--- config.mk ---
export PLATFORM = sky130hd
export DESIGN_NAME = sorted_list_insert_remove_unit
export DESIGN_NICKNAME = d
export VERILOG_FILES = /design/src/sv/slir_pkg.sv /design/src/sv/slir_cell.sv /design/src/sv/sorted_list_insert_remove_unit.sv
export SDC_FILE = /design/constraint.sdc
export NUM_CORES = 2
export LEC_CHECK = 0
export CORE_ASPECT_RATIO = 1.5
export CORE_MARGIN = 4
export CORE_UTILIZATION = 70
export DETAILED_ROUTE_END_ITERATION = 8
export DONT_BUFFER_PORTS = 1
export GPL_TIMING_DRIVEN = 0
export PLACE_DENSITY = 0.86
export SLEW_MARGIN = 40
export SYNTH_ARGS = -nofsm -noshare
export SYNTH_HDL_FRONTEND = slang
export SYNTH_SLANG_ARGS = --single-unit
--- constraint.sdc ---
create_clock -name clock -period 11.11 [get_ports clock]
set_input_delay 1.111 -clock clock [delete_from_list [all_inputs] [get_ports clock]]
set_output_delay 1.111 -clock clock [all_outputs]
set_load 0.02 [all_outputs]
--- src/sv/slir_pkg.sv ---
package slir_pkg;

   // Widths fixed by the channel payloads
   localparam int VALUE_BITS  = 32;
   localparam int OPCODE_BITS = 2;
   localparam int POS_BITS    = 4;
   localparam int STATUS_BITS = 3;
   localparam int COUNT_BITS  = 5;

   typedef enum logic [OPCODE_BITS-1:0] {
      OP_INSERT = 2'd0,
      OP_REMOVE = 2'd1,
      OP_READ   = 2'd2,
      OP_NONE   = 2'd3
   } slir_opcode_type;

   typedef enum logic [STATUS_BITS-1:0] {
      STATUS_OK        = 3'd0,
      STATUS_FULL      = 3'd1,
      STATUS_EMPTY     = 3'd2,
      STATUS_NOT_FOUND = 3'd3,
      STATUS_BAD_POS   = 3'd4
   } slir_status_type;

   typedef struct packed {
      logic [OPCODE_BITS-1:0]       opcode;
      logic signed [VALUE_BITS-1:0] value;
      logic [POS_BITS-1:0]          position;
   } slir_req_type;

   typedef struct packed {
      logic [STATUS_BITS-1:0]       status;
      logic signed [VALUE_BITS-1:0] read_value;
      logic [COUNT_BITS-1:0]        count;
   } slir_rsp_type;

   // Shift command broadcast to every cell
   typedef struct packed {
      logic insert_go;
      logic remove_go;
   } slir_cmd_type;

   // Flags one cell reports to its right neighbor and to the top level
   typedef struct packed {
      logic after;   // cell lies at or past the insertion point
      logic match;   // cell holds a live entry equal to the key
   } slir_flags_type;

endpackage

--- src/sv/slir_cell.sv ---
module slir_cell #(
   parameter int VALUE_WIDTH = 32
) (
   input  logic                          clock,
   input  slir_pkg::slir_cmd_type        cmd,
   input  logic signed [VALUE_WIDTH-1:0] key,
   input  logic                          live,
   input  logic                          left_after,
   input  logic signed [VALUE_WIDTH-1:0] left_value,
   input  logic signed [VALUE_WIDTH-1:0] right_value,
   output logic signed [VALUE_WIDTH-1:0] entry,
   output slir_pkg::slir_flags_type      flags
);
   import slir_pkg::*;

   logic signed [VALUE_WIDTH-1:0] value_ff;
   logic signed [VALUE_WIDTH-1:0] value_in;
   logic                          ge_key;

   // Compare the held entry against the broadcast key
   assign ge_key      = live && (value_ff >= key);
   assign flags.after = !live || (value_ff > key);
   assign flags.match = live && (value_ff == key);
   assign entry       = value_ff;

   // Take the key, shift up from the left, shift down from the right, or hold
   always_comb begin
      value_in = value_ff;
      if (cmd.insert_go && flags.after) begin
         value_in = left_after ? left_value : key;
      end else if (cmd.remove_go && ge_key) begin
         value_in = right_value;
      end
   end

   always_ff @(posedge clock) begin
      value_ff <= value_in;
   end

endmodule

--- src/sv/sorted_list_insert_remove_unit.sv ---
// Channel   Direction  Payload        Transfer when
// req_      in         slir_req_type  req_valid && !req_stall
// rsp_      out        slir_rsp_type  rsp_valid && !rsp_stall
//
// For every operation the row of cells compares the key in
// parallel and shifts at the edge that also registers the result.
// One item per cycle is sustained while rsp_stall stays low.
// A held result stalls the request side until it is transferred.
// Reset empties the list at once; entries are never cleared.
module sorted_list_insert_remove_unit #(
   parameter int DEPTH       = 16,
   parameter int VALUE_WIDTH = 32
) (
   input  logic                  clock,
   input  logic                  reset,
   input  logic                  req_valid,
   output logic                  req_stall,
   input  slir_pkg::slir_req_type req_data,
   output logic                  rsp_valid,
   input  logic                  rsp_stall,
   output slir_pkg::slir_rsp_type rsp_data
);
   import slir_pkg::*;

   localparam int CW = $clog2(DEPTH + 1);
   localparam int MW = (CW > POS_BITS) ? CW : POS_BITS;

   logic [CW-1:0]                 count_ff, count_in;
   logic                          rsp_valid_ff, rsp_valid_in;
   slir_rsp_type                  rsp_data_ff, rsp_data_in;

   logic                          accept;
   logic signed [VALUE_WIDTH-1:0] key;
   logic signed [VALUE_WIDTH-1:0] entry_q [DEPTH];
   slir_flags_type                flags_q [DEPTH];
   logic [DEPTH-1:0]              live_q;
   logic [DEPTH-1:0]              sel_q;
   logic [DEPTH-1:0]              match_q;
   slir_cmd_type                  cmd;
   logic                          full, empty, found, read_ok;
   logic signed [VALUE_WIDTH-1:0] picked;
   logic signed [VALUE_BITS-1:0]  picked_out;

   // Hold the request side while a result waits
   assign req_stall = rsp_valid_ff && rsp_stall;
   assign accept    = req_valid && !req_stall;

   // Bring the request value to the stored width
   if (VALUE_WIDTH <= VALUE_BITS) begin : g_key_narrow
      assign key = req_data.value[VALUE_WIDTH-1:0];
   end else begin : g_key_wide
      assign key = {{(VALUE_WIDTH - VALUE_BITS){1'b0}}, req_data.value};
   end

   assign full    = (count_ff == CW'(DEPTH));
   assign empty   = (count_ff == '0);
   assign found   = |match_q;
   assign read_ok = MW'(req_data.position) < MW'(count_ff);

   assign cmd.insert_go = accept && (req_data.opcode == OP_INSERT) && !full;
   assign cmd.remove_go = accept && (req_data.opcode == OP_REMOVE) && found;

   // Row of cells
   for (genvar k = 0; k < DEPTH; k++) begin : g_cell
      logic                          left_after;
      logic signed [VALUE_WIDTH-1:0] left_value;
      logic signed [VALUE_WIDTH-1:0] right_value;

      assign live_q[k]  = CW'(k) < count_ff;
      assign sel_q[k]   = live_q[k] && (MW'(req_data.position) == MW'(k));
      assign match_q[k] = flags_q[k].match;

      if (k == 0) begin : g_first
         assign left_after = 1'b0;
         assign left_value = key;
      end else begin : g_mid
         assign left_after = flags_q[k-1].after;
         assign left_value = entry_q[k-1];
      end

      if (k == DEPTH - 1) begin : g_last
         assign right_value = entry_q[k];
      end else begin : g_inner
         assign right_value = entry_q[k+1];
      end

      slir_cell #(
         .VALUE_WIDTH(VALUE_WIDTH)
      ) u_cell (
         .clock      (clock),
         .cmd        (cmd),
         .key        (key),
         .live       (live_q[k]),
         .left_after (left_after),
         .left_value (left_value),
         .right_value(right_value),
         .entry      (entry_q[k]),
         .flags      (flags_q[k])
      );
   end

   // Select the addressed entry
   always_comb begin
      picked = '0;
      for (int k = 0; k < DEPTH; k++) begin
         if (sel_q[k]) begin
            picked = picked | entry_q[k];
         end
      end
   end

   if (VALUE_WIDTH >= VALUE_BITS) begin : g_out_wide
      assign picked_out = picked[VALUE_BITS-1:0];
   end else begin : g_out_narrow
      assign picked_out = {{(VALUE_BITS - VALUE_WIDTH){picked[VALUE_WIDTH-1]}}, picked};
   end

   // Build the result and the next count
   always_comb begin
      count_in                = count_ff;
      rsp_data_in             = rsp_data_ff;
      rsp_valid_in            = rsp_valid_ff && rsp_stall;
      if (accept) begin
         rsp_valid_in           = 1'b1;
         rsp_data_in.status     = STATUS_OK;
         rsp_data_in.read_value = '0;
         case (req_data.opcode)
            OP_INSERT: begin
               if (full) begin
                  rsp_data_in.status = STATUS_FULL;
               end else begin
                  count_in = count_ff + 1'b1;
               end
            end
            OP_REMOVE: begin
               if (empty) begin
                  rsp_data_in.status = STATUS_EMPTY;
               end else if (!found) begin
                  rsp_data_in.status = STATUS_NOT_FOUND;
               end else begin
                  count_in = count_ff - 1'b1;
               end
            end
            OP_READ: begin
               if (read_ok) begin
                  rsp_data_in.read_value = picked_out;
               end else begin
                  rsp_data_in.status = STATUS_BAD_POS;
               end
            end
            default: begin
               rsp_data_in.status = STATUS_OK;
            end
         endcase
         rsp_data_in.count = COUNT_BITS'(count_in);
      end
   end

   always_ff @(posedge clock) begin
      if (reset) begin
         count_ff     <= '0;
         rsp_valid_ff <= 1'b0;
      end else begin
         count_ff     <= count_in;
         rsp_valid_ff <= rsp_valid_in;
      end
      rsp_data_ff <= rsp_data_in;
   end

   assign rsp_valid = rsp_valid_ff;
   assign rsp_data  = rsp_data_ff;

   // Checks
   a_count_bound: assert property (@(posedge clock) disable iff (reset)
      count_ff <= CW'(DEPTH))
      else $error("entry count exceeds depth");

   a_full_status: assert property (@(posedge clock) disable iff (reset)
      rsp_valid_ff && (rsp_data_ff.status == STATUS_FULL) |->
         (count_ff == CW'(DEPTH)))
      else $error("full status with room left");

   a_insert_count: assert property (@(posedge clock) disable iff (reset)
      cmd.insert_go |=> (count_ff == CW'($past(count_ff) + 1'b1)))
      else $error("insert did not advance count");

   a_remove_count: assert property (@(posedge clock) disable iff (reset)
      cmd.remove_go |=> (count_ff == CW'($past(count_ff) - 1'b1)))
      else $error("remove did not drop count");

   a_bad_pos_zero: assert property (@(posedge clock) disable iff (reset)
      rsp_valid_ff && (rsp_data_ff.status != STATUS_OK) |->
         (rsp_data_ff.read_value == '0))
      else $error("read value set on failed operation");

endmodule

==> flow_metrics.env, run 1 <==
export IMPL_outcome="aborted with a tool error"
export IMPL_lastStage="global routing (5_1_grt)"
export IMPL_firstError="[ERROR GRT-0116] Global routing finished with congestion. Check the congestion regions in the DRC Viewer."
export IMPL_synth_edff_count=552
export IMPL_initial_core_util=0.705
export IMPL_dpl_cell_count=4932
export IMPL_async_reset_ff_frac=0
export IMPL_grt_pass1_vias=46300
export IMPL_ys_flop_type="edfxtp_1"
export IMPL_htreeDepth=2
export IMPL_synth_area_um2=43100
export IMPL_cts_root_buf="clkbuf_16"
export IMPL_syn_inst=4085
export IMPL_cts_buffers=55
export IMPL_routabilityCongestion=1.26
export IMPL_ys_seq_area_frac=0.387
export IMPL_yosysWarnings=0
export IMPL_ioPinCount=84
export IMPL_ctsHoldBuffers=0
export IMPL_cts_buffer_depth=3
export IMPL_grt_usage=0.727
export IMPL_grt_ovfl_total=375
export IMPL_ys_ff_latch=558
export IMPL_rows=111
export IMPL_grt_max_degree=33
export IMPL_ctsResizeCount=0
export IMPL_cts_sinks=558
export IMPL_postCtsSetupBuffers=0
export IMPL_grt_pass1_wl_mm=357
export IMPL_dieHeight_um=312
export IMPL_io_buffers=0
export IMPL_dp_hpwl_mm=158
export IMPL_syn_nets=4646
export IMPL_synth_avg_cell_area_um2=10.5
export IMPL_synth_cell_types=85
export IMPL_die_w_um=211
==> kinds of logic after synthesis <==
family / after synthesis / share of synthesized area
DFF: 558 / 0.387
muxes: 582 / 0.146
xor gates and xnor gates: 2 / 0.000407
adders and majority gates: 519 / 0.151
buffers and inverters: 345 / 0.0340
and+or+nand+nor: 782 / 0.0908
AOI/OAI and AO/OA: 1297 / 0.191
==> cell usage after synthesis, types with 83 or more instances <==
master    number  share of area
a21oi_1      559          0.065
edfxtp_1     552           0.38
ha_1         519           0.15
mux2i_1      299          0.069
nor2_1       262          0.023
mux2_2       240          0.063
o21ai_0      205          0.024
clkbuf_1     184          0.016
nand2_1      143          0.012
a222oi_1     128          0.030
nand4_1      124          0.018
a31oi_1      106          0.015
inv_1         83         0.0072
==> per-layer routing <==
layer	global-route usage	overflow
met1	0.766	9
met2	0.893	199
met3	0.549	15
met4	0.664	150
met5	0.223	2
==> per-stage QoR <==
step | worst slack, ns | cell area, um2
CTS | 5.24 | 46900
detailed placement | 4.57 | 45200
global placement | -1.75 | 44100
floorplan | 4.80 | 43100
==> run 2: changes to the inputs <==
--- a/config.mk
+++ b/config.mk
@@ -5,13 +5,12 @@
 export SDC_FILE = /design/constraint.sdc
 export NUM_CORES = 2
 export LEC_CHECK = 0
-export CORE_ASPECT_RATIO = 1.5
 export CORE_MARGIN = 4
-export CORE_UTILIZATION = 70
+export CORE_UTILIZATION = 40
 export DETAILED_ROUTE_END_ITERATION = 8
 export DONT_BUFFER_PORTS = 1
 export GPL_TIMING_DRIVEN = 0
-export PLACE_DENSITY = 0.86
+export PLACE_DENSITY_LB_ADDON = 0.15
 export SLEW_MARGIN = 40
 export SYNTH_ARGS = -nofsm -noshare
 export SYNTH_HDL_FRONTEND = slang
==> flow_metrics.env, run 2 <==
export IMPL_clkLatencyLatePin_ns=0.68
export IMPL_ctsHoldBuffers=0
export IMPL_ys_ff_latch=558
export IMPL_rsz0062_at_grt="false"
export IMPL_cts_tree="built"
export IMPL_tightest_slew_ns=0.993
export IMPL_htreeDepth=3
export IMPL_wl_per_cell_um=37.3
export IMPL_multi_input_area_um2=25300
export IMPL_power_mw=5.73
export IMPL_ys_top_cells_by_area="edfxtp_1, ha_1, mux2i_1"
export IMPL_end_kind="flop"
export IMPL_tns_ns=0
export IMPL_path_class="input pin to flop"
export IMPL_grt_usage=0.361
export IMPL_drt_total_wl_mm=212
export IMPL_setup_viol=0
export IMPL_drv_slew=0
export IMPL_ctsResizeCount=0
export IMPL_synth_cell_types=85
export IMPL_fin_util=0.451
export IMPL_grt_pass1_wl_mm=287
export IMPL_grt_pass1_vias=36600
export IMPL_synth_area_um2=43100
export IMPL_worstHoldPathType="input pin to flop"
export IMPL_finalCritPeriodShare=0.600
export IMPL_num_fill_cells=10200
export IMPL_syn_nets=4646
export IMPL_timing_rr_start="count_ff[1]"
export IMPL_holdWs_ns=0.572
export IMPL_die_area_um2=113000
export IMPL_synth_edff_count=552
export IMPL_ys_seq_area_frac=0.387
export IMPL_cp_data_arrival_time_ns=7.05
export IMPL_yosysTopAreaCell="edfxtp_1"
export IMPL_fin_crit_ns=6.67
export IMPL_hp_start="req_valid"
export IMPL_postCtsSetupBuffers=0
export IMPL_required_ns=11.49
export IMPL_outcome="complete, but fails checks"
export IMPL_yosysWarnings=0
export IMPL_io_buffers=0
export IMPL_die_w_um=336
export IMPL_async_reset_ff_frac=0
export IMPL_startpoint="req_data[26]"
export IMPL_path_max_fanout=17
export IMPL_max_vdd_ir_drop_mv=0.0890
export IMPL_remaining_drc_errors=2
export IMPL_drive_gt1_frac=0.146
export IMPL_drt_pre_antenna_iters=9
export IMPL_synth_top_area_frac=0.385
export IMPL_routabilityCongestion=1.03
export IMPL_via_per_inst=6.96
export IMPL_ant_nets=0
export IMPL_finalHoldViolations=0
export IMPL_ys_flop_type="edfxtp_1"
export IMPL_cts_buffer_depth=3
export IMPL_grt_max_degree=33
export IMPL_cts_sinks=558
export IMPL_grt_antenna_before_repair=13
export IMPL_powerDensity_nw_per_um2=118
export IMPL_cp_start_kind="input pin"
export IMPL_violations="DRC"
export IMPL_num_vias=39500
export IMPL_final_cell_mix="a21oi_1, edfxtp_1, ha_1"
export IMPL_initial_core_util=0.403
export IMPL_dp_hpwl_mm=166
export IMPL_dieHeight_um=336
export IMPL_clk_pin_slew_ns=0.06
export IMPL_fmax_mhz=150
export IMPL_rows=120
export IMPL_final_seq_area_um2=16700
export IMPL_ioPinCount=84
export IMPL_synth_avg_cell_area_um2=10.5
export IMPL_mostFrequentLayoutCell="a21oi_1"
export IMPL_grt_ovfl_total=0
export IMPL_first_iter_violations=6492
export IMPL_area_growth_pct=12.2
export IMPL_syn_inst=4085
export IMPL_cts_buffers=74
export IMPL_yosys_top_cells_count="a21oi_1, edfxtp_1, ha_1"
export IMPL_synth_most_common_cell="a21oi_1"
export IMPL_core_um2=107000
export IMPL_slew_limit_headroom=0.338
export IMPL_cts_root_buf="clkbuf_16"
export IMPL_fin_worst_skew_ns=0.0408
export IMPL_largest_reg_flops=512
export IMPL_leakage_nw=19.3
export IMPL_nets=4772
export IMPL_drv_cap=0
run 2: cell counts after synthesis:
No cell type changed its count.
run 2: report_power, final:
part	internal, mW	switching [mW]
Sequential	2.39	0.0958
Clock	1.42	1.06
Combinational	0.258	0.514
run 2: metrics by stage:
| step | setup WS [ns] | instances | instance area [um2] |
|---|---|---|---|
| 6_report | 4.44 | 5678 | 48300 |
| 5_1_grt | 4.63 | 5673 | 48300 |
| 3_3_place_gp | -1.23 | 5488 | 44800 |
| 3_5_place_dp | 4.29 | 5538 | 45900 |
| 2_1_floorplan | 4.80 | 4085 | 43100 |
| 4_1_cts | 4.99 | 5673 | 48300 |
run 2: cells by family (layout without fill, tap and decap cells):
group,Yosys count,count (layout),synth area share
AO/OA/AOI/OAI,1297,1297,0.191
XOR/XNOR,2,2,0.000407
adder cells (fa/ha/maj),519,519,0.151
buffers and inverters,345,530,0.0340
flip-flops,558,558,0.387
multiplexers,582,582,0.146
other,0,5,0
AND/OR/NAND/NOR,782,782,0.0908
run 2: per-layer routing:
metal	GRT usage	share of wire	vias to the layer above
met5	0.00511	0.0013	-
met4	0.150	0.047	6
met3	0.145	0.14	499
met2	0.538	0.42	2788
met1	0.466	0.39	19600
li1	-	-	16600
run 2: worst paths after layout:
| path | cells past startpoint | end | slack [ns] |
|---|---|---|---|
| worst min-delay path | 2 | rsp_valid | 0.57 |
| worst max-delay path | 15 | g_cell[12].u_cell.entry[14] | 4.44 |
| worst min register to register | 1 | g_cell[11].u_cell.entry[27] | 0.64 |
| worst max register to register | 15 | g_cell[12].u_cell.entry[14] | 5.15 |
run 2: worst max-delay path, stage by stage:
cell	delay [ns]
clkinv_1	0.66
ha_1	0.64
nand4_1	0.15
nor4_2	0.73
nand3_1	0.60
o211ai_1	0.41
nor4_2	0.17
nand2_2	0.26
nand2_1	0.36
o211ai_1	0.66
buf_2	0.32
buf_2	0.23
buf_2	0.26
buf_2	0.24
buf_2	0.19
run 2: layout make-up:
cell class | count | area share
Antenna cell | 5 | 0.000259
Buffer | 261 | 0.0250
Clock buffer | 90 | 0.0404
Clock inverter | 45 | 0.00885
Inverter | 84 | 0.00663
Multi-Input combinational cell | 3182 | 0.523
Sequential cell | 558 | 0.345
Tap cell | 1403 | 0.0363
Timing Repair Buffer | 50 | 0.0143
Power figures use the tool's default switching activity.
